## src/hw/rtl/rts_pkg.sv

```systemverilog
// Shared types and constants of the readability statistics block.
// Used by every module of the block; depends on nothing.
`default_nettype none

package rts_pkg;

    localparam int IN_DATA_W  = 8;
    localparam int OUT_DATA_W = 88;
    localparam int TOTAL_W    = 16;
    localparam int INDEX_W    = 34;

    // Shared multiplier operand and product widths.
    localparam int MUL_A_W = 32;
    localparam int MUL_B_W = 18;
    localparam int PROD_W  = MUL_A_W + MUL_B_W;

    // Divider widths: numerator 2*|diff| + W*S, denominator 2*W*S.
    localparam int DIVD_W = 52;
    localparam int DIVS_W = 33;
    localparam int QUO_W  = 34;

    // Index constants in thousandths.
    localparam logic [MUL_B_W-1:0] K_BASE = 18'd206835;
    localparam logic [MUL_B_W-1:0] K_SYL  = 18'd84600;
    localparam logic [MUL_B_W-1:0] K_WORD = 18'd1015;

    localparam logic [TOTAL_W-1:0] TOTAL_MAX = 16'hFFFF;

    typedef struct packed {
        logic [TOTAL_W-1:0] sentences;
        logic [TOTAL_W-1:0] words;
        logic [TOTAL_W-1:0] syllables;
        logic               no_words;
    } t_totals;

endpackage

`default_nettype wire

```

## src/hw/rtl/rts_count.sv

```systemverilog
// Byte classifier and saturating sentence, word and syllable counters.
// Depends on rts_pkg for the totals struct and output widths.
`default_nettype none

module rts_count #(
    parameter int COUNT_BITS = 16
) (
    input  wire logic                          i_clk,
    input  wire logic                          i_rst_n,
    input  wire logic                          i_valid,
    input  wire logic [rts_pkg::IN_DATA_W-1:0] i_byte,
    input  wire logic                          i_last,
    output rts_pkg::t_totals                   o_totals
);

    localparam logic [COUNT_BITS-1:0] COUNT_MAX = {COUNT_BITS{1'b1}};
    localparam logic [7:0]            GROUP_MAX = 8'hFF;

    logic [COUNT_BITS-1:0] r_marks, r_words, r_syls;
    logic [7:0]            r_groups;
    logic                  r_in_word, r_prev, r_prev2, r_last_e;
    logic [1:0]            r_len;

    logic [COUNT_BITS-1:0] n_marks, n_words, n_syls;
    logic [7:0]            n_groups;
    logic [1:0]            n_len;

    logic                  mark, sep, vowel, is_e;
    logic [7:0]            lower;
    logic [7:0]            cl_groups, syl_a, syl;
    logic                  cl_prev2, cl_last_e, cl_len_two, do_close, strip;
    logic [COUNT_BITS:0]   syl_sum, sent_wide;
    logic [COUNT_BITS-1:0] sent;

    function automatic logic [rts_pkg::TOTAL_W-1:0] clamp_out(input logic [COUNT_BITS-1:0] v);
        if (v > COUNT_BITS'(rts_pkg::TOTAL_MAX)) begin
            return rts_pkg::TOTAL_MAX;
        end
        return rts_pkg::TOTAL_W'(v);
    endfunction

    always_comb begin
        mark  = (i_byte == 8'h2E) || (i_byte == 8'h3F) || (i_byte == 8'h21)
             || (i_byte == 8'h3A) || (i_byte == 8'h3B);
        sep   = mark || (i_byte == 8'h20);
        lower = (i_byte >= 8'h41 && i_byte <= 8'h5A) ? i_byte + 8'd32 : i_byte;
        vowel = (lower == 8'h61) || (lower == 8'h65) || (lower == 8'h69)
             || (lower == 8'h6F) || (lower == 8'h75) || (lower == 8'h79);
        is_e  = (lower == 8'h65);

        // Word state once this byte has joined the open word.
        n_groups = (vowel && !r_prev && r_groups != GROUP_MAX) ? r_groups + 8'd1 : r_groups;
        n_len    = (r_len == 2'd2) ? 2'd2 : r_len + 2'd1;

        // A separator closes the word as it stood; a final letter closes it with itself.
        cl_groups  = sep ? r_groups : n_groups;
        cl_prev2   = sep ? r_prev2 : r_prev;
        cl_last_e  = sep ? r_last_e : is_e;
        cl_len_two = sep ? (r_len == 2'd2) : (n_len == 2'd2);
        do_close   = sep ? r_in_word : i_last;

        strip = cl_last_e && cl_len_two && !cl_prev2 && (cl_groups != 8'd0);
        syl_a = cl_groups - {7'd0, strip};
        syl   = (syl_a == 8'd0) ? 8'd1 : syl_a;

        n_words = (do_close && r_words != COUNT_MAX) ? r_words + COUNT_BITS'(1) : r_words;
        syl_sum = {1'b0, r_syls} + (COUNT_BITS+1)'(syl);
        if (!do_close) begin
            n_syls = r_syls;
        end else if (syl_sum > {1'b0, COUNT_MAX}) begin
            n_syls = COUNT_MAX;
        end else begin
            n_syls = syl_sum[COUNT_BITS-1:0];
        end
        n_marks = (mark && r_marks != COUNT_MAX) ? r_marks + COUNT_BITS'(1) : r_marks;

        sent_wide = {1'b0, n_marks} + (COUNT_BITS+1)'(1) - (COUNT_BITS+1)'(mark);
        sent      = (sent_wide > {1'b0, COUNT_MAX}) ? COUNT_MAX : sent_wide[COUNT_BITS-1:0];

        o_totals.sentences = clamp_out(sent);
        o_totals.words     = clamp_out(n_words);
        o_totals.syllables = clamp_out(n_syls);
        o_totals.no_words  = (n_words == '0) || (sent == '0);
    end

    always_ff @(posedge i_clk) begin
        if (!i_rst_n) begin
            r_marks   <= '0;
            r_words   <= '0;
            r_syls    <= '0;
            r_groups  <= '0;
            r_in_word <= 1'b0;
            r_prev    <= 1'b0;
            r_prev2   <= 1'b0;
            r_last_e  <= 1'b0;
            r_len     <= '0;
        end else if (i_valid) begin
            if (i_last) begin
                r_marks   <= '0;
                r_words   <= '0;
                r_syls    <= '0;
                r_groups  <= '0;
                r_in_word <= 1'b0;
                r_prev    <= 1'b0;
                r_prev2   <= 1'b0;
                r_last_e  <= 1'b0;
                r_len     <= '0;
            end else begin
                r_marks <= n_marks;
                r_words <= n_words;
                r_syls  <= n_syls;
                if (sep) begin
                    r_groups  <= '0;
                    r_in_word <= 1'b0;
                    r_prev    <= 1'b0;
                    r_prev2   <= 1'b0;
                    r_last_e  <= 1'b0;
                    r_len     <= '0;
                end else begin
                    r_groups  <= n_groups;
                    r_in_word <= 1'b1;
                    r_prev    <= vowel;
                    r_prev2   <= r_prev;
                    r_last_e  <= is_e;
                    r_len     <= n_len;
                end
            end
        end
    end

endmodule

`default_nettype wire

```

## src/hw/rtl/rts_mul.sv

```systemverilog
// Shared unsigned multiplier with a registered product.
// Depends on rts_pkg for operand and product widths.
`default_nettype none

module rts_mul (
    input  wire logic                        i_clk,
    input  wire logic [rts_pkg::MUL_A_W-1:0] i_a,
    input  wire logic [rts_pkg::MUL_B_W-1:0] i_b,
    output logic      [rts_pkg::PROD_W-1:0]  o_p
);

    always_ff @(posedge i_clk) begin
        o_p <= rts_pkg::PROD_W'(i_a) * rts_pkg::PROD_W'(i_b);
    end

endmodule

`default_nettype wire

```

## src/hw/rtl/rts_div.sv

```systemverilog
// Restoring divider producing one quotient bit per cycle.
// Depends on rts_pkg for the numerator, denominator and quotient widths.
`default_nettype none

module rts_div (
    input  wire logic                       i_clk,
    input  wire logic                       i_rst_n,
    input  wire logic                       i_start,
    input  wire logic [rts_pkg::DIVD_W-1:0] i_dividend,
    input  wire logic [rts_pkg::DIVS_W-1:0] i_divisor,
    output logic                            o_done,
    output logic      [rts_pkg::QUO_W-1:0]  o_quotient
);

    localparam int CNT_W = $clog2(rts_pkg::QUO_W + 1);

    logic [rts_pkg::DIVS_W-1:0] r_rem, r_div, n_rem;
    logic [rts_pkg::QUO_W-1:0]  r_quo;
    logic [CNT_W-1:0]           r_cnt;
    logic                       r_done;
    logic [rts_pkg::DIVS_W:0]   trial;
    logic                       fits;

    // The caller guarantees the quotient fits, so the top numerator bits stay below the divisor.
    always_comb begin
        trial = {r_rem, r_quo[rts_pkg::QUO_W-1]};
        fits  = (trial >= {1'b0, r_div});
        n_rem = fits ? rts_pkg::DIVS_W'(trial - {1'b0, r_div})
                     : trial[rts_pkg::DIVS_W-1:0];
    end

    always_ff @(posedge i_clk) begin
        if (!i_rst_n) begin
            r_cnt  <= '0;
            r_done <= 1'b0;
        end else if (i_start) begin
            r_rem  <= rts_pkg::DIVS_W'(i_dividend[rts_pkg::DIVD_W-1:rts_pkg::QUO_W]);
            r_quo  <= i_dividend[rts_pkg::QUO_W-1:0];
            r_div  <= i_divisor;
            r_cnt  <= CNT_W'(rts_pkg::QUO_W);
            r_done <= 1'b0;
        end else if (r_cnt != '0) begin
            r_rem  <= n_rem;
            r_quo  <= {r_quo[rts_pkg::QUO_W-2:0], fits};
            r_cnt  <= r_cnt - CNT_W'(1);
            r_done <= (r_cnt == CNT_W'(1));
        end else begin
            r_done <= 1'b0;
        end
    end

    assign o_done     = r_done;
    assign o_quotient = r_quo;

endmodule

`default_nettype wire

```

## src/hw/rtl/readability_text_statistics.sv

```systemverilog
// Top level of the readability statistics block: counters, sequencer, output register.
// Depends on rts_pkg, rts_count, rts_mul and rts_div.
//
//  channel  | dir | handshake               | payload
//  s_axis   | in  | s_axis_tvalid/tready    | tdata: text_byte; tlast: end_of_phrase
//  m_axis   | out | m_axis_tvalid/tready    | tdata: totals and index; tuser: no_words_error
//
// An ordinary byte is taken and the block is ready again at once.
// The final byte of a phrase keeps the input closed after it is taken, while the
// sequencer makes six passes through the shared multiplier, a sum, a difference and a
// divider start, then waits on the bit-per-cycle divider and loads the result.
// A phrase with no words skips the arithmetic and goes straight to S_OUT.
// A result still waiting in the output register holds the next one in S_OUT, with the
// input closed, until that transaction completes.
// Reset is synchronous, active low, and clears all counters and the sequencer.
`default_nettype none

module readability_text_statistics #(
    parameter int COUNT_BITS = 16
) (
    input  wire logic                           i_clk,
    input  wire logic                           i_rst_n,
    input  wire logic                           s_axis_tvalid,
    output logic                                s_axis_tready,
    // tdata: [7:0] text_byte
    input  wire logic [rts_pkg::IN_DATA_W-1:0]  s_axis_tdata,
    input  wire logic                           s_axis_tlast,
    output logic                                m_axis_tvalid,
    input  wire logic                           m_axis_tready,
    // tdata: [15:0] sentence_total, [31:16] word_total, [47:32] syllable_total,
    //        [81:48] index_milli, [87:82] zero
    output logic      [rts_pkg::OUT_DATA_W-1:0] m_axis_tdata,
    // tuser: [0] no_words_error
    output logic                                m_axis_tuser
);

    typedef enum logic [3:0] {
        S_IDLE, S_WS, S_POS, S_YS, S_NEGA, S_WW, S_NEGB,
        S_SUM, S_DIFF, S_NUM, S_DIV, S_OUT
    } t_state;

    t_state                      r_state;
    rts_pkg::t_totals            totals, r_tot;
    logic [rts_pkg::MUL_A_W-1:0] mul_a;
    logic [rts_pkg::MUL_B_W-1:0] mul_b;
    logic [rts_pkg::PROD_W-1:0]  prod;
    logic [31:0]                 r_d;
    logic [rts_pkg::PROD_W-1:0]  r_pos, r_neg, r_mag;
    logic                        r_negative;
    logic                        r_div_start;
    logic                        div_done;
    logic [rts_pkg::QUO_W-1:0]   quotient;
    logic [rts_pkg::DIVD_W-1:0]  dividend;
    logic [rts_pkg::DIVS_W-1:0]  divisor;
    logic [rts_pkg::INDEX_W-1:0] r_index;
    logic [rts_pkg::OUT_DATA_W-1:0] r_out_data;
    logic                        r_out_err, r_out_valid;
    logic                        in_fire, out_fire, out_load;

    assign s_axis_tready = (r_state == S_IDLE);
    assign in_fire       = s_axis_tvalid && s_axis_tready;
    assign out_fire      = r_out_valid && m_axis_tready;
    assign out_load      = (r_state == S_OUT) && (!r_out_valid || m_axis_tready);

    rts_count #(
        .COUNT_BITS (COUNT_BITS)
    ) u_count (
        .i_clk    (i_clk),
        .i_rst_n  (i_rst_n),
        .i_valid  (in_fire),
        .i_byte   (s_axis_tdata),
        .i_last   (s_axis_tlast),
        .o_totals (totals)
    );

    always_comb begin
        unique case (r_state)
            S_WS:   begin mul_a = 32'(r_tot.words);     mul_b = 18'(r_tot.sentences); end
            S_POS:  begin mul_a = prod[31:0];           mul_b = rts_pkg::K_BASE;      end
            S_YS:   begin mul_a = 32'(r_tot.syllables); mul_b = 18'(r_tot.sentences); end
            S_NEGA: begin mul_a = prod[31:0];           mul_b = rts_pkg::K_SYL;       end
            S_WW:   begin mul_a = 32'(r_tot.words);     mul_b = 18'(r_tot.words);     end
            S_NEGB: begin mul_a = prod[31:0];           mul_b = rts_pkg::K_WORD;      end
            default: begin mul_a = '0;                  mul_b = '0;                   end
        endcase
    end

    rts_mul u_mul (
        .i_clk (i_clk),
        .i_a   (mul_a),
        .i_b   (mul_b),
        .o_p   (prod)
    );

    // Rounded quotient: (2*|diff| + d) / (2*d).
    assign dividend = rts_pkg::DIVD_W'({r_mag, 1'b0}) + rts_pkg::DIVD_W'(r_d);
    assign divisor  = {r_d, 1'b0};

    rts_div u_div (
        .i_clk      (i_clk),
        .i_rst_n    (i_rst_n),
        .i_start    (r_div_start),
        .i_dividend (dividend),
        .i_divisor  (divisor),
        .o_done     (div_done),
        .o_quotient (quotient)
    );

    always_ff @(posedge i_clk) begin
        if (!i_rst_n) begin
            r_state     <= S_IDLE;
            r_out_valid <= 1'b0;
            r_div_start <= 1'b0;
        end else begin
            r_div_start <= (r_state == S_NUM);
            if (out_load) begin
                r_out_valid <= 1'b1;
            end else if (out_fire) begin
                r_out_valid <= 1'b0;
            end
            unique case (r_state)
                S_IDLE: begin
                    if (in_fire && s_axis_tlast) begin
                        r_tot   <= totals;
                        r_index <= '0;
                        r_state <= totals.no_words ? S_OUT : S_WS;
                    end
                end
                S_WS:   r_state <= S_POS;
                S_POS: begin
                    r_d     <= prod[31:0];
                    r_state <= S_YS;
                end
                S_YS: begin
                    r_pos   <= prod;
                    r_state <= S_NEGA;
                end
                S_NEGA: r_state <= S_WW;
                S_WW: begin
                    r_neg   <= prod;
                    r_state <= S_NEGB;
                end
                S_NEGB: r_state <= S_SUM;
                S_SUM: begin
                    r_neg   <= r_neg + prod;
                    r_state <= S_DIFF;
                end
                S_DIFF: begin
                    if (r_pos >= r_neg) begin
                        r_mag      <= r_pos - r_neg;
                        r_negative <= 1'b0;
                    end else begin
                        r_mag      <= r_neg - r_pos;
                        r_negative <= 1'b1;
                    end
                    r_state <= S_NUM;
                end
                S_NUM: begin
                    r_state <= S_DIV;
                end
                S_DIV: begin
                    if (div_done) begin
                        r_index <= r_negative ? -quotient : quotient;
                        r_state <= S_OUT;
                    end
                end
                S_OUT: begin
                    if (out_load) begin
                        r_out_data  <= {6'd0, r_index, r_tot.syllables,
                                        r_tot.words, r_tot.sentences};
                        r_out_err   <= r_tot.no_words;
                        r_state     <= S_IDLE;
                    end
                end
                default: r_state <= S_IDLE;
            endcase
        end
    end

    assign m_axis_tvalid = r_out_valid;
    assign m_axis_tdata  = r_out_data;
    assign m_axis_tuser  = r_out_err;

endmodule

`default_nettype wire

```

## config.mk

```make
export PLATFORM = sky130hd
export DESIGN_NAME = readability_text_statistics
export DESIGN_NICKNAME = d
export VERILOG_FILES = /design/src/hw/rtl/rts_pkg.sv /design/src/hw/rtl/rts_count.sv /design/src/hw/rtl/rts_mul.sv /design/src/hw/rtl/rts_div.sv /design/src/hw/rtl/readability_text_statistics.sv
export SDC_FILE = /design/constraint.sdc
export NUM_CORES = 2
export LEC_CHECK = 0
export BUFFER_PORTS_ARGS = -buffer_cell sky130_fd_sc_hd__buf_2
export CAP_MARGIN = 20
export CORE_MARGIN = 2
export CORE_UTILIZATION = 40
export CTS_CLUSTER_DIAMETER = 30
export DETAILED_ROUTE_END_ITERATION = 16
export PLACE_DENSITY = 0.58
export SYNTH_ARGS = -nofsm -noshare
export SYNTH_HDL_FRONTEND = slang
export SYNTH_SLANG_ARGS = --single-unit
export TNS_END_PERCENT = 30
```

## constraint.sdc

```tcl
create_clock -name i_clk -period 10.8 [get_ports i_clk]
set_clock_uncertainty 0.1 [all_clocks]
set_input_delay 2.16 -clock i_clk [delete_from_list [all_inputs] [get_ports i_clk]]
set_output_delay 2.16 -clock i_clk [all_outputs]
set_load 0.02 [all_outputs]
```

==> results.ini <==
[detailed_routing]
vias = 42000
totalWireLength_mm = 155
route.detailed.drc = 0
wl_per_cell_um = 20.0
vias_per_cell = 5.43
drt_iter0_markers = 3187
final_antenna_net_count = 0
drtPass1Iterations = 6

[worst_setup_path]
worstPathArrival_ps = 9920
path_common_cell = fa_1
crit_required_ps = 11330
endpoint_kind = flip-flop
worstRegToRegCells = 26
crit_type = flip-flop to flip-flop
worst_setup_path_start_kind = flip-flop
critical_path.max_stage_delay_ps = 980
reg2reg_slack_ps = 1410
cp_slowest_cell = a2111oi_0
r2r-start = r_state[1]$_SDFFE_PN0P_
r2r-end = u_mul.o_p[48]$_DFF_P_
crit_path_end = u_mul.o_p[48]$_DFF_P_
worstSetupStartpoint = r_state[1]$_SDFFE_PN0P_
cp_top_family = adder cells
path_buf_inv = 5
worstSetupPathDepth = 26
crit_fanout = 16

[layout]
final_cell_mix = inv_1, nand2_1, fa_1
fin_util = 0.457
final_cell_area_mm2 = 0.0607
diodes = 0
nets = 6724
multi_input_area_mm2 = 0.0337
syn2layout_area_growth_pct = 13.6
final_common_cell = inv_1
register_area_mm2 = 0.0160
nFillCells = 12710
final_layout_size_suffix_gt1_frac = 0.0801

[sta]
fin_crit_ps = 9390
fin_setup_tns_ps = 0
tightest_slew_ps = 1100
relSlewSlack = 0.264
maxSlewViolCount = 0
hold_violations = 0
setup_viol = 0
worst_slack_ps = 1410
rsz0062_at_grt = no
max_freq_ghz = 0.106
timing.final.crit_share = 0.870

[power]
p_total_mw = 17.8
ir_drop_mv = 0.331
power.leakage_nw = 26.7
p_per_area_mw_per_mm2 = 294

[grt]
overflow = 0
grt_pass1_vias = 41890
grt_pass1_wl_mm = 242
grt_max_degree = 158
antenna_found_initial = 2
grt_usage = 0.228

[synthesis]
synth_area_mm2 = 0.0534
syn_area_per_cell_um2 = 9.25
ys_types = 89
seq_area_frac_synth = 0.299
ys_warn_count = 0
ys.flop_type = edfxtp_1
synth_edf_count = 448
synthesis.instances = 5775
async_reset_ff_frac = 0
yosys_register_bits = 573

[cts]
cts_hold_buf = 0
cts_setup_buffers = 0
clock_latency_ps = 750
path_clk_slew_ps = 50
cts_buffers = 133
ctsResizeCount = 0
cts_buffer_depth = 3
cts_tree = done
htree_levels = 4
root_buffer = clkbuf_16
clock-sinks = 573

[placed_design]
port_buffers = 97
placed_cell_area_mm2 = 0.0559
place_congestion = 0.926
dp_slack_ps = 1470
dp_hpwl_mm = 122

[floorplan]
floorplan.initialDensity = 0.402
dieArea_mm2 = 0.137
rows = 134
die_h_um = 369
die_x_um = 369
io-pin-count = 104
design.core.area_mm2 = 0.133

[min_path]
hold_path_class = flip-flop to flip-flop

[status]
status = finished clean

[run]
cap_violations = 0

## cell families after synthesis
logic type               synth area share
AO/OA/AOI/OAI                       0.155
flip-flops                          0.299
XOR/XNOR                           0.0441
AND/OR/NAND/NOR                     0.146
adder cells (fa/ha/maj)             0.269
other                            0.000141
multiplexers                       0.0122
buffers and inverters              0.0758
## cell usage after synthesis, types with 27 or more instances
library cell	number	area [um^2]
a211oi_1	46	345
nand3_1	171	856
xnor2_1	155	1360
and2_1	60	375
inv_1	803	3010
or3_1	33	206
mux2_2	27	304
nor2_1	385	1450
o21ai_0	252	1260
o21bai_1	60	450
nor3_1	99	495
fa_1	486	9730
xor2_1	112	981
mux2i_1	35	350
nand2b_1	42	263
ha_1	370	4630
clkbuf_1	205	769
and3_1	49	307
dfxtp_1	125	2500
nand2_1	635	2380
o211ai_1	31	233
o21a_1	49	368
a21oi_1	370	1850
nor2b_1	42	263
a22oi_1	52	390
a21o_1	152	1140
nand4_1	51	319
edfxtp_1	448	13500
o31ai_1	32	240
a31oi_1	27	169
## metrics by stage
step	instances	hold WS (ps)
3_5_place_dp	7485	305
4_1_cts	7732	311
3_3_place_gp	7483	301
6_report	7735	308
5_1_grt	7735	322
2_1_floorplan	5811	300
## metal layers
| metal | GRT usage | wire length, um | vias up |
|---|---|---|---|
| met5 | 0 | 0 | - |
| met4 | 0.0910 | 5880 | 0 |
| met3 | 0.0429 | 10900 | 268 |
| met2 | 0.344 | 66700 | 1320 |
| met1 | 0.322 | 71300 | 20492 |
| li1 | - | - | 19920 |
## registers in the layout, indices dropped and copies added (netlist names), 33 cells and up
signal and flops:
r_index 34, r_neg 50, r_pos 50, u_mul.o_p 50, r_mag 50, r_tot 49, u_div.r_rem 33, m_axis_tdata 82
u_div.o_quotient 34
## worst reg2reg max path: stages, from the launching register on
cell	delay, ps
dfxtp_1	710
nand2_1	370
nor3_2	880
nand2_1	160
nand2_1	590
nand2_1	170
fa_1	540
inv_1	50
fa_1	520
inv_1	50
fa_1	500
inv_1	50
fa_1	490
inv_1	60
fa_1	530
inv_1	50
fa_1	470
ha_1	390
nand2_1	90
nor2_1	190
o2111ai_1	280
a2111oi_0	980
nor4b_1	190
o21ai_0	410
nand3_1	130
a21oi_1	190
xnor2_1	120
## layout make-up
| type | instances | area share |
|---|---|---|
| multi-input combinational | 4177 | 0.555 |
| timing repair buffer | 166 | 0.0171 |
| clock buffer | 151 | 0.0568 |
| sequential | 573 | 0.263 |
| clock inverter | 96 | 0.0223 |
| inverter | 804 | 0.0497 |
| tap | 1768 | 0.0364 |
## worst min-delay path by stage
stage	start	to	slack, ps	depth (start not counted)
floorplan	r_index[0]$_SDFFCE_PN0P_	m_axis_tdata[48]$_DFFE_PP_	300	0
global placement	r_index[32]$_SDFFCE_PN0P_	m_axis_tdata[80]$_DFFE_PP_	300	0
detailed placement	r_index[10]$_SDFFCE_PN0P_	m_axis_tdata[58]$_DFFE_PP_	300	0
CTS	r_index[10]$_SDFFCE_PN0P_	m_axis_tdata[58]$_DFFE_PP_	310	0
global route	r_index[21]$_SDFFCE_PN0P_	m_axis_tdata[69]$_DFFE_PP_	320	0
finish	r_index[10]$_SDFFCE_PN0P_	m_axis_tdata[58]$_DFFE_PP_	310	0
## where the power goes
group          switching [mW]  total (mW)  internal, mW
Sequential              0.396        3.38          2.98
Clock                    1.39        4.23          2.84
Combinational            6.26        10.2          3.96
Total                    8.05        17.8          9.77
Power figures use the tool's default switching activity.
